[config.mk]
export PLATFORM = sky130hd
export DESIGN_NAME = ultrasonic_echo_ranger
export DESIGN_NICKNAME = d
export VERILOG_FILES = /design/src/uer_pkg.sv /design/src/uer_cfg.sv /design/src/uer_core.sv /design/src/ultrasonic_echo_ranger.sv
export SDC_FILE = /design/constraint.sdc
export NUM_CORES = 1
export LEC_CHECK = 0
export BUFFER_PORTS_ARGS = -buffer_cell sky130_fd_sc_hd__buf_2
export CORE_ASPECT_RATIO = 0.7
export CORE_UTILIZATION = 65
export CTS_BUF_LIST = sky130_fd_sc_hd__clkbuf_4 sky130_fd_sc_hd__clkbuf_8
export DETAILED_ROUTE_END_ITERATION = 6
export GPL_TIMING_DRIVEN = 1
export PLACE_DENSITY = 0.8
export SYNTH_ARGS = -nofsm -noshare
export SYNTH_HDL_FRONTEND = slang
export SYNTH_SLANG_ARGS = --single-unit
[constraint.sdc]
create_clock -name clk -period 25.1 [get_ports clk]
set_input_delay 7.53 -clock clk [delete_from_list [all_inputs] [get_ports clk]]
set_output_delay 7.53 -clock clk [all_outputs]
set_load 0.05 [all_outputs]
[src/uer_pkg.sv]
`timescale 1ns / 1ps
// ----------------------------------------------------------------------------
// uer_pkg
// shared types, constants and helpers for the ultrasonic echo ranger
// ----------------------------------------------------------------------------
package uer_pkg;

  // tick counter width
  localparam int COUNT_BITS = 17;
  localparam longint CNT_MAX = (64'd1 << COUNT_BITS) - 64'd1;

  // echo width to centimetres: 17 cm per 1000 ticks, kept as a running fraction
  localparam int CM_NUM = 17;
  localparam int CM_DEN = 1000;
  localparam int FRAC_BITS = $clog2(CM_DEN);
  localparam longint DIST_MAX = (CNT_MAX * CM_NUM) / CM_DEN;
  localparam int DIST_BITS = $clog2(DIST_MAX + 64'd1) > 10 ? $clog2(DIST_MAX + 64'd1) : 10;

  localparam int CFG_IDX_BITS = 3;
  localparam int CFG_DATA_BITS = 17;

  typedef logic [COUNT_BITS-1:0] count_t;
  typedef logic [FRAC_BITS-1:0] frac_t;
  typedef logic [DIST_BITS-1:0] dist_t;

  typedef enum logic [CFG_IDX_BITS-1:0] {
    CFG_PRE_LOW     = 3'd0,
    CFG_TRIGGER     = 3'd1,
    CFG_WAIT_LIMIT  = 3'd2,
    CFG_HIGH_LIMIT  = 3'd3,
    CFG_MAX_DIST    = 3'd4,
    CFG_THRESHOLD   = 3'd5
  } cfg_idx_t;

  typedef enum logic [2:0] {
    PH_IDLE,
    PH_PRE_LOW,
    PH_TRIG,
    PH_WAIT,
    PH_MEAS
  } phase_t;

  typedef enum logic [1:0] {
    ST_OK       = 2'd0,
    ST_NO_ECHO  = 2'd1,
    ST_TOO_LONG = 2'd2
  } status_t;

  typedef struct packed {
    logic [15:0] pre_low_ticks;
    logic [15:0] trigger_ticks;
    logic [16:0] echo_wait_limit;
    logic [16:0] echo_high_limit;
    logic [9:0]  max_distance;
    logic [9:0]  change_threshold;
  } cfg_t;

  typedef struct packed {
    logic kind;
    logic echo_level;
  } in_item_t;

  typedef struct packed {
    logic        trigger_level;
    logic        busy_res;
    logic        done_res;
    status_t     status;
    logic [9:0]  range_cm;
    logic        changed;
  } out_item_t;

  // count >= limit, with the limit clamped to what the counter can hold
  function automatic logic cnt_ge(count_t c, logic [31:0] lim);
    logic [32:0] eff;
    eff = (33'(lim) > 33'(CNT_MAX)) ? 33'(CNT_MAX) : 33'(lim);
    return 33'(c) >= eff;
  endfunction

endpackage

[src/uer_cfg.sv]
`timescale 1ns / 1ps
// ----------------------------------------------------------------------------
// uer_cfg
// configuration register file, written by index
// ----------------------------------------------------------------------------
module uer_cfg (
  input  logic                              clk,
  input  logic                              rst_n,
  input  logic                              cfg_we,
  input  logic [uer_pkg::CFG_IDX_BITS-1:0]  cfg_idx,
  input  logic [uer_pkg::CFG_DATA_BITS-1:0] cfg_wdata,
  output uer_pkg::cfg_t                     cfg_o
);

  uer_pkg::cfg_t cfg_r;
  uer_pkg::cfg_t cfg_nxt;

  always_comb begin
    cfg_nxt = cfg_r;
    if (cfg_we) begin
      unique case (uer_pkg::cfg_idx_t'(cfg_idx))
        uer_pkg::CFG_PRE_LOW:    cfg_nxt.pre_low_ticks    = cfg_wdata[15:0];
        uer_pkg::CFG_TRIGGER:    cfg_nxt.trigger_ticks    = cfg_wdata[15:0];
        uer_pkg::CFG_WAIT_LIMIT: cfg_nxt.echo_wait_limit  = cfg_wdata[16:0];
        uer_pkg::CFG_HIGH_LIMIT: cfg_nxt.echo_high_limit  = cfg_wdata[16:0];
        uer_pkg::CFG_MAX_DIST:   cfg_nxt.max_distance     = cfg_wdata[9:0];
        uer_pkg::CFG_THRESHOLD:  cfg_nxt.change_threshold = cfg_wdata[9:0];
        default: ;
      endcase
    end
  end

  always_ff @(posedge clk) begin
    if (!rst_n) begin
      cfg_r.pre_low_ticks    <= 16'd2;
      cfg_r.trigger_ticks    <= 16'd10;
      cfg_r.echo_wait_limit  <= 17'd10000;
      cfg_r.echo_high_limit  <= 17'd60000;
      cfg_r.max_distance     <= 10'd400;
      cfg_r.change_threshold <= 10'd5;
    end else begin
      cfg_r <= cfg_nxt;
    end
  end

  assign cfg_o = cfg_r;

endmodule

[src/uer_core.sv]
`timescale 1ns / 1ps
// ----------------------------------------------------------------------------
// uer_core
// ranging sequencer: advances one tick per step and forms the result beat
// ----------------------------------------------------------------------------
module uer_core (
  input  logic               clk,
  input  logic               rst_n,
  input  logic               step,
  input  uer_pkg::in_item_t  item,
  input  uer_pkg::cfg_t      cfg,
  output uer_pkg::out_item_t res
);

  uer_pkg::phase_t phase_r, phase_nxt;
  uer_pkg::count_t cnt_r, cnt_nxt;
  uer_pkg::frac_t  frac_r, frac_nxt;
  uer_pkg::dist_t  dist_r, dist_nxt;
  logic [9:0]      ref_r, ref_nxt;

  logic            trig;
  logic            done;
  uer_pkg::status_t st;
  logic [9:0]      dist_out;
  logic            chg;

  // next state: phases whose length is used up fall through within the tick
  always_comb begin
    logic [uer_pkg::FRAC_BITS:0] frac_sum;
    logic [9:0]      d;
    logic [9:0]      diff;
    phase_nxt = phase_r;
    cnt_nxt   = cnt_r;
    frac_nxt  = frac_r;
    dist_nxt  = dist_r;
    ref_nxt   = ref_r;
    trig      = 1'b0;
    done      = 1'b0;
    st        = uer_pkg::ST_OK;
    dist_out  = '0;
    chg       = 1'b0;
    frac_sum  = '0;
    d         = '0;
    diff      = '0;

    if (phase_nxt == uer_pkg::PH_IDLE && item.kind) begin
      phase_nxt = uer_pkg::PH_PRE_LOW;
      cnt_nxt   = '0;
    end
    if (phase_nxt == uer_pkg::PH_PRE_LOW) begin
      if (uer_pkg::cnt_ge(cnt_nxt, 32'(cfg.pre_low_ticks))) begin
        phase_nxt = uer_pkg::PH_TRIG;
        cnt_nxt   = '0;
      end else begin
        cnt_nxt = cnt_nxt + uer_pkg::count_t'(1);
      end
    end
    if (phase_nxt == uer_pkg::PH_TRIG) begin
      if (uer_pkg::cnt_ge(cnt_nxt, 32'(cfg.trigger_ticks))) begin
        phase_nxt = uer_pkg::PH_WAIT;
        cnt_nxt   = '0;
      end else begin
        trig    = 1'b1;
        cnt_nxt = cnt_nxt + uer_pkg::count_t'(1);
      end
    end
    if (phase_nxt == uer_pkg::PH_WAIT) begin
      if (item.echo_level) begin
        phase_nxt = uer_pkg::PH_MEAS;
        cnt_nxt   = '0;
        frac_nxt  = '0;
        dist_nxt  = '0;
      end else if (uer_pkg::cnt_ge(cnt_nxt, 32'(cfg.echo_wait_limit))) begin
        phase_nxt = uer_pkg::PH_IDLE;
        cnt_nxt   = '0;
        done      = 1'b1;
        st        = uer_pkg::ST_NO_ECHO;
      end else begin
        cnt_nxt = cnt_nxt + uer_pkg::count_t'(1);
      end
    end
    if (phase_nxt == uer_pkg::PH_MEAS) begin
      if (item.echo_level) begin
        if (uer_pkg::cnt_ge(cnt_nxt, 32'(cfg.echo_high_limit))) begin
          phase_nxt = uer_pkg::PH_IDLE;
          cnt_nxt   = '0;
          done      = 1'b1;
          st        = uer_pkg::ST_TOO_LONG;
        end else begin
          cnt_nxt = cnt_nxt + uer_pkg::count_t'(1);
          // running floor(width*17/1000): carry a whole cm past the fraction
          frac_sum = (uer_pkg::FRAC_BITS + 1)'(frac_nxt) +
                     (uer_pkg::FRAC_BITS + 1)'(uer_pkg::CM_NUM);
          if (frac_sum >= (uer_pkg::FRAC_BITS + 1)'(uer_pkg::CM_DEN)) begin
            frac_nxt = uer_pkg::frac_t'(frac_sum -
                                        (uer_pkg::FRAC_BITS + 1)'(uer_pkg::CM_DEN));
            dist_nxt = dist_nxt + uer_pkg::dist_t'(1);
          end else begin
            frac_nxt = uer_pkg::frac_t'(frac_sum);
          end
        end
      end else begin
        d = (dist_nxt > uer_pkg::dist_t'(cfg.max_distance)) ? cfg.max_distance
                                                             : dist_nxt[9:0];
        phase_nxt = uer_pkg::PH_IDLE;
        cnt_nxt   = '0;
        done      = 1'b1;
        dist_out  = d;
        diff      = (d >= ref_r) ? (d - ref_r) : (ref_r - d);
        if (diff >= cfg.change_threshold) begin
          chg     = 1'b1;
          ref_nxt = d;
        end
      end
    end
  end

  // result beat
  always_comb begin
    res.trigger_level = trig;
    res.busy_res      = (phase_nxt != uer_pkg::PH_IDLE);
    res.done_res      = done;
    res.status        = st;
    res.range_cm      = dist_out;
    res.changed       = chg;
  end

  always_ff @(posedge clk) begin
    if (!rst_n) begin
      phase_r <= uer_pkg::PH_IDLE;
      cnt_r   <= '0;
      frac_r  <= '0;
      dist_r  <= '0;
      ref_r   <= '0;
    end else if (step) begin
      phase_r <= phase_nxt;
      cnt_r   <= cnt_nxt;
      frac_r  <= frac_nxt;
      dist_r  <= dist_nxt;
      ref_r   <= ref_nxt;
    end
  end

endmodule

[src/ultrasonic_echo_ranger.sv]
`timescale 1ns / 1ps
// path: an accepted beat is held in the input register, passes through the
// sequencer into the result register and is offered to the receiver from there
// throughput: one tick beat per clock while out_stall is low, bounded by the single
// sequencer pass between the input register and the result register
// reset: synchronous active-low rst_n; sequencer idle, counters and reference
// distance zero, registers at their documented defaults, both registers empty
// ----------------------------------------------------------------------------
// ultrasonic_echo_ranger
// trigger/echo ranging controller driven by one microsecond tick per beat
// ----------------------------------------------------------------------------
module ultrasonic_echo_ranger (
  input  logic                              clk,
  input  logic                              rst_n,
  // tick beats
  input  logic                              in_vld,
  output logic                              in_stall,
  input  uer_pkg::in_item_t                 in_data,
  // result beats
  output logic                              out_vld,
  input  logic                              out_stall,
  output uer_pkg::out_item_t                out_data,
  // register writes
  input  logic                              cfg_we,
  input  logic [uer_pkg::CFG_IDX_BITS-1:0]  cfg_idx,
  input  logic [uer_pkg::CFG_DATA_BITS-1:0] cfg_wdata
);

  uer_pkg::cfg_t      cfg;
  uer_pkg::out_item_t res;

  // input register
  logic               in_vld_r, in_vld_nxt;
  uer_pkg::in_item_t  in_data_r;
  // result register
  logic               out_vld_r, out_vld_nxt;
  uer_pkg::out_item_t out_data_r;

  logic advance;
  logic in_take;

  // the held beat moves on whenever the result register is empty or drains
  assign advance  = in_vld_r && (!out_vld_r || !out_stall);
  // input register frees up when its beat advances, so ticks flow every cycle while out_stall is low
  assign in_stall = in_vld_r && !advance;
  assign in_take  = in_vld && !in_stall;

  always_comb begin
    in_vld_nxt = in_take ? 1'b1 : (advance ? 1'b0 : in_vld_r);
    if (advance) begin
      out_vld_nxt = 1'b1;
    end else if (!out_stall) begin
      out_vld_nxt = 1'b0;
    end else begin
      out_vld_nxt = out_vld_r;
    end
  end

  always_ff @(posedge clk) begin
    if (!rst_n) begin
      in_vld_r  <= 1'b0;
      out_vld_r <= 1'b0;
    end else begin
      in_vld_r  <= in_vld_nxt;
      out_vld_r <= out_vld_nxt;
    end
  end

  // payload registers carry no reset
  always_ff @(posedge clk) begin
    if (in_take) begin
      in_data_r <= in_data;
    end
    if (advance) begin
      out_data_r <= res;
    end
  end

  uer_cfg u_cfg (
    .clk       (clk),
    .rst_n     (rst_n),
    .cfg_we    (cfg_we),
    .cfg_idx   (cfg_idx),
    .cfg_wdata (cfg_wdata),
    .cfg_o     (cfg)
  );

  // sequencer state steps only when a tick leaves the input register
  uer_core u_core (
    .clk   (clk),
    .rst_n (rst_n),
    .step  (advance),
    .item  (in_data_r),
    .cfg   (cfg),
    .res   (res)
  );

  assign out_vld  = out_vld_r;
  assign out_data = out_data_r;

endmodule

==> results of run 1 <==
report_power, final:
part	switching [mW]	total, mW	internal [mW]
logic	0.116	0.166	0.0496
clock network	0.111	0.203	0.0913
registers	0.00784	0.270	0.263
worst reg2reg max path: cells and delay by family, from the launching register on:
kind / cells / cell delay, ns
AO/OA/AOI/OAI: 29 / 7.23
AND/OR/NAND/NOR: 9 / 2.90
adder cells (fa/ha/maj): 5 / 1.53
buffers and inverters: 5 / 0.71
multiplexers: 2 / 0.69
flip-flops: 1 / 0.47
XOR/XNOR: 1 / 0.19
routing by layer:
| metal | part of all wire [%] | routed length [um] | vias to the layer above |
|---|---|---|---|
| li1 | - | - | 5600 |
| met1 | 46 | 17200 | 5531 |
| met2 | 39 | 14400 | 608 |
| met3 | 13 | 4980 | 40 |
| met4 | 1.4 | 537 | 0 |
| met5 | 0 | 0 | - |
cells by family (layout without fill, tap and decap cells):
logic type                 Yosys count  count (layout)  synth area share (%)
muxes                               32              32                  2.72
DFF                                158             158                  27.6
adders and majority gates          117             117                  12.2
AOI/OAI and AO/OA                  397             397                  21.7
and+or+nand+nor                    623             623                  26.2
buffers and inverters              201             226                  6.39
xor gates and xnor gates            44              44                  3.18
metrics by stage:
step	std cells	total power [mW]
floorplan	1572	0.385
global placement	1801	0.430
detailed placement	1801	0.433
CTS	1833	0.631
global route	1833	0.660
finish	1833	0.639
worst max-delay path by stage:
stage	slack, ns	depth (start not counted)	endpoint
2_1_floorplan	9.56	1	in_stall
3_3_place_gp	9.49	3	in_stall
3_5_place_dp	9.48	3	in_stall
4_1_cts	9.48	3	in_stall
5_1_grt	9.46	3	in_stall
6_report	9.49	3	in_stall
cells in the mapped netlist, drive strengths merged, types with 17 or more instances:
cell,count,area [sq um]
nand4,25,169
nor3,44,257
dfxtp,140,2800
nor4,18,185
a21o,33,248
xnor2,27,236
and3,18,113
o211ai,30,225
clkbuf,50,189
ha,114,1430
xor2,17,149
nand2,242,908
inv,138,518
nor2,119,452
o21ai,66,349
nand3,44,225
a31oi,21,131
a211oi,28,240
nor2b,23,144
mux2i,25,250
edfxtp,18,541
a21oi,135,691
nand2b,20,133
and2,17,106
flip-flops by register name (all words and copies together) (netlist names):
signal,flops
u_core.cnt_r,17
u_core.ref_r,10
u_cfg.cfg_o,86
u_core.frac_r,10
out_data,16
u_core.phase_r,3
in_vld_r,1
u_core.dist_r,12
out_vld,1
in_data_r,2
cell type report:
| cell class | count | area (sq um) | share of cell area, % |
|---|---|---|---|
| Sequential cell | 158 | 3340 | 26.0 |
| Timing Repair Buffer | 56 | 310 | 2.41 |
| Multi-Input combinational cell | 1213 | 7990 | 62.2 |
| Inverter | 138 | 519 | 4.04 |
| Clock buffer | 18 | 241 | 1.88 |
| Tap cell | 236 | 295 | 2.30 |
| Clock inverter | 14 | 155 | 1.21 |
==> out/qor.csv, run 1 <==
metric,value,unit
run_status,finished with violations,
violations,design-rule violations,
power_density,49.7,nW/um^2
clkTransAtPathRegs,0.10,ns
syn_avg_cell_area,7.70,sq um
grt_max_degree,84,
worstHoldPathCells,2,
busiest_layer,met1,
hold_violations,0,
drc,1,
ys.flop_type,dfxtp_1,
timing.critical_path.slowest_cell_delay,0.27,ns
fill_cells,1552,
use_met2,52.4,%
met3_usage,13.7,%
num_io_pins,45,
path_common_cell,buf_2,
cp.required,17.57,ns
netlist_instances,1572,
grt_use_total,38.7,%
drt-vias-per-instance,6.43,
ctsLongestPathBuffers,2,
synth_edf_count,18,
layout_common_cells,"nand2_1 (242), dfxtp_1 (140), inv_1 (137), a21oi_1 (131), nor2_1 (117)",
cp-end-kind,output pin,
final_area,12900,sq um
fin_crit_sh,62.2,%
ys_warn_count,0,
place_hpwl,27.8,mm
synth_seq_area_share,27.6,%
crit_fanout,3,
drive_gt1_share,9.14,%
postCtsHoldBufs,0,
die_width,165,um
drv_cap,0,
die-area,19200,sq um
worst-r2r-cell-count,51,
cts-root-buf,clkbuf_8,
cts_setup_buffers,0,
grt_setup_unrepaired,false,
place_ws,9.48,ns
ir_worst_vdd,0.0408,mV
drtIter0Drc,1513,
ys_ff_latch,158,
r2r-end,u_core.ref_r[2],
cp-startpoint,out_stall,
hold_class,reg2reg,
reg2reg_slack,11.27,ns
area_growth_syn_to_layout,6.27,%
vias,11800,
antenna_found_initial,0,
hold_slack,0.463,ns
fin_tns_setup,0,ns
p_leak,5.22,nW
cpLargestDelayFamily,buffers and inverters,
post_cts_resized,0,
cts_tree,yes,
rows,41,
reg2reg_from,u_core.phase_r[1],
hold_start,u_cfg.cfg_o[75],
tightest_slew,1.11,ns
gp_congestion,1.03,
ant_nets,0,
grt-ovfl-total,0,
met1_usage,57.6,%
clk_latency,0.49,ns
routedWlPerCell,20.2,um
start_util,66.8,%
first_pass_iters,7,
critical-path-slowest-cell,buf_2,
grt_pass1_wl,55.8,mm
setup_viol,0,
portBuffers,44,
layout_setup_ws,9.49,ns
cp-start-kind,input port,
crit_arrival,8.08,ns
syn_area,12100,sq um
finalMaxSlewViolations,0,
diodes,0,
grt_pass1_vias,10100,
max_freq,64.0,MHz
routed_wl,37.1,mm
crit_type,in2out,
whs_endpoint,u_cfg.cfg_o[75],
worstPathCellList,"buf_2, and3_1, buf_2",
placed_cell_area,12500,sq um
synth_nets,1715,
async_flop_share,0,%
finClkSkew,0.0149,ns
cts_sinks,158,
crit_buf_inv,2,
fp.coreArea,18100,sq um
cts_max_level,4,
ys_types,92,
final_common_cell,nand2_1,
final_nets,1727,
finalCriticalPeriod,15.61,ns
max_slew_margin,25.6,%
die-height,116,um
final_core_util,71.0,%
cts_made_buffers,17,
No activity file was read; power rests on OpenSTA's default activity.
==> inputs of run 2 (changes only) <==
Clock period 25.1 ns to 15.55 ns, I/O delays scaled along.
==> run 2 against run 1 <==
Worst setup slack worse by 8.1 ns. Highest routed layer unchanged. Combinational power increased by 61%. Non-clock buffer count fell by 2. Hold slack worse by 0.0019 ns. Largest cell class unchanged. Flip-flop and latch count unchanged. Sequential share of layout area barely moved. The flow now finishes without violations. Register-to-register slack worse by 9.9 ns. Clock skew grew 0.013 ns. Critical endpoint is now u_core.ref_r[9].
==> out/qor.csv, run 2 (same netlist as run 1, synthesis figures left out) <==
metric,value,unit,change
crit_type,reg2reg,,was in2out
final_nets,1725,,was 1727
max_freq,70.5,MHz,
post_cts_resized,0,,unchanged
cts-root-buf,clkbuf_8,,unchanged
path_common_cell,a21o_1,,was buf_2
hold_violations,0,,unchanged
first_pass_iters,6,,was 7
rows,41,,unchanged
power_density,79.8,nW/um^2,was 49.7 nW/um^2
crit_arrival,14.50,ns,was 8.08 ns
portBuffers,44,,unchanged
routedWlPerCell,20.8,um,was 20.2 um
num_io_pins,45,,unchanged
cts_made_buffers,17,,unchanged
area_growth_syn_to_layout,6.18,%,was 6.27%
ir_worst_vdd,0.0681,mV,was 0.0408 mV
fin_crit_sh,91.2,%,
vias,12000,,was 11800
antenna_found_initial,3,,was 0
drtIter0Drc,1699,,was 1513
drive_gt1_share,9.03,%,was 9.14%
die-height,116,um,unchanged
finClkSkew,0.0279,ns,was 0.0149 ns
diodes,0,,unchanged
cts_sinks,158,,unchanged
clk_latency,0.47,ns,was 0.49 ns
cp.required,15.87,ns,was 17.57 ns
largest_reg_flops,86,,unchanged
fin_tns_setup,0,ns,unchanged
timing.critical_path.slowest_cell_delay,0.97,ns,was 0.27 ns
ant_nets,0,,unchanged
placed_cell_area,12400,sq um,was 12500 sq um
routed_wl,38.1,mm,was 37.1 mm
max_slew_margin,16.3,%,was 25.6%
final_common_cell,nand2_1,,unchanged
cts_setup_buffers,0,,unchanged
grt_use_total,40.2,%,was 38.7%
drt-vias-per-instance,6.55,,was 6.43
finalCriticalPeriod,14.18,ns,
grt_max_degree,92,,was 84
grt_pass1_vias,10600,,was 10100
layout_common_cells,"nand2_1 (242), dfxtp_1 (140), inv_1 (137), a21oi_1 (131), nor2_1 (117)",,unchanged
fp.coreArea,18100,sq um,unchanged
finalMaxSlewViolations,0,,unchanged
cts_max_level,4,,unchanged
p_leak,5.21,nW,was 5.22 nW
cp-start-kind,register,,was input port
tightest_slew,1.25,ns,was 1.11 ns
place_hpwl,29.1,mm,was 27.8 mm
grt_pass1_wl,58.2,mm,was 55.8 mm
grt-ovfl-total,0,,unchanged
dp.cells,1799,,was 1801
ctsLongestPathBuffers,2,,unchanged
die-area,19200,sq um,unchanged
critical-path-slowest-cell,nor2_1,,was buf_2
start_util,66.8,%,unchanged
die_width,165,um,unchanged
grt_setup_unrepaired,false,,unchanged
run_status,"finished, final reports clean",,was finished with violations
cp-end-kind,register,,was output pin
setup_viol,0,,unchanged
final_area,12800,sq um,was 12900 sq um
postCtsHoldBufs,0,,unchanged
drc,0,,was 1
clkTransAtPathRegs,0.10,ns,about the same
drv_cap,0,,unchanged
hold_class,reg2reg,,unchanged
gp_congestion,1.10,,was 1.03
crit_fanout,25,,was 3
instances_no_fill,1831,,was 1833
cts_tree,yes,,unchanged
fill_cells,1487,,was 1552
p_total,1.03,mW,was 0.639 mW
## run 2: cell types whose count changed in the layout (fill, tap and decap cells not counted)
cell	delta
inv_8	+4
buf_4	-2
bufinv_16	-1
clkbuf_4	-1
clkinv_2	-1
clkinv_8	+1
clkinvlp_4	-1
inv_4	-1
## run 2: where the power goes
part / switching, mW / internal [mW]
Sequential: 0.0133 / 0.424
Combinational: 0.189 / 0.0792
Clock: 0.185 / 0.135
Total: 0.387 / 0.638
## run 2: per-layer routing
| metal | vias up | share of wire [%] | wire (um) | global-route usage (%) |
|---|---|---|---|---|
| met2 | 702 | 38 | 14500 | 52.9 |
| met5 | - | 0 | 0 | 0 |
| met1 | 5605 | 46 | 17600 | 60.4 |
| met4 | 0 | 2.2 | 836 | 12.0 |
| li1 | 5619 | - | - | - |
| met3 | 72 | 13 | 5130 | 13.6 |
## run 2: path summary, 6_finish.rpt
check                    start         endpoint  slack [ns]  cells after the start
max          u_core.phase_r[1]  u_core.ref_r[9]        1.37                     51
min             u_cfg.cfg_o[1]   u_cfg.cfg_o[1]        0.46                      2
max reg2reg  u_core.phase_r[1]  u_core.ref_r[9]        1.37                     51
min reg2reg     u_cfg.cfg_o[1]   u_cfg.cfg_o[1]        0.46                      2
## run 2: metrics by stage
step | util, % | setup slack [ns] | hold slack (ns)
final | 71.0 | 1.37 | 0.461
after floorplan | - | 4.48 | 0.436
after global routing | 71.0 | 0.594 | 0.472
after detailed placement | 68.7 | 2.06 | 0.447
after CTS | 71.0 | 2.00 | 0.460
after global placement | 68.7 | 2.80 | 0.442
## run 2: critical path: cells and delay by family (launching register included)
family	cells	cell delay [ns]
xor gates and xnor gates	1	0.17
and+or+nand+nor	16	5.50
buffers and inverters	2	0.51
muxes	3	1.06
DFF	1	0.47
adders and majority gates	5	1.69
AOI/OAI and AO/OA	24	4.59
## run 2: area by class of cell
class	instances	area (sq um)	area share, %
clock inverter	15	168	1.30
tap	236	295	2.30
multi-input combinational	1213	7990	62.2
inverter	138	519	4.04
clock buffer	17	234	1.82
sequential	158	3340	26.0
timing repair buffer	54	295	2.30
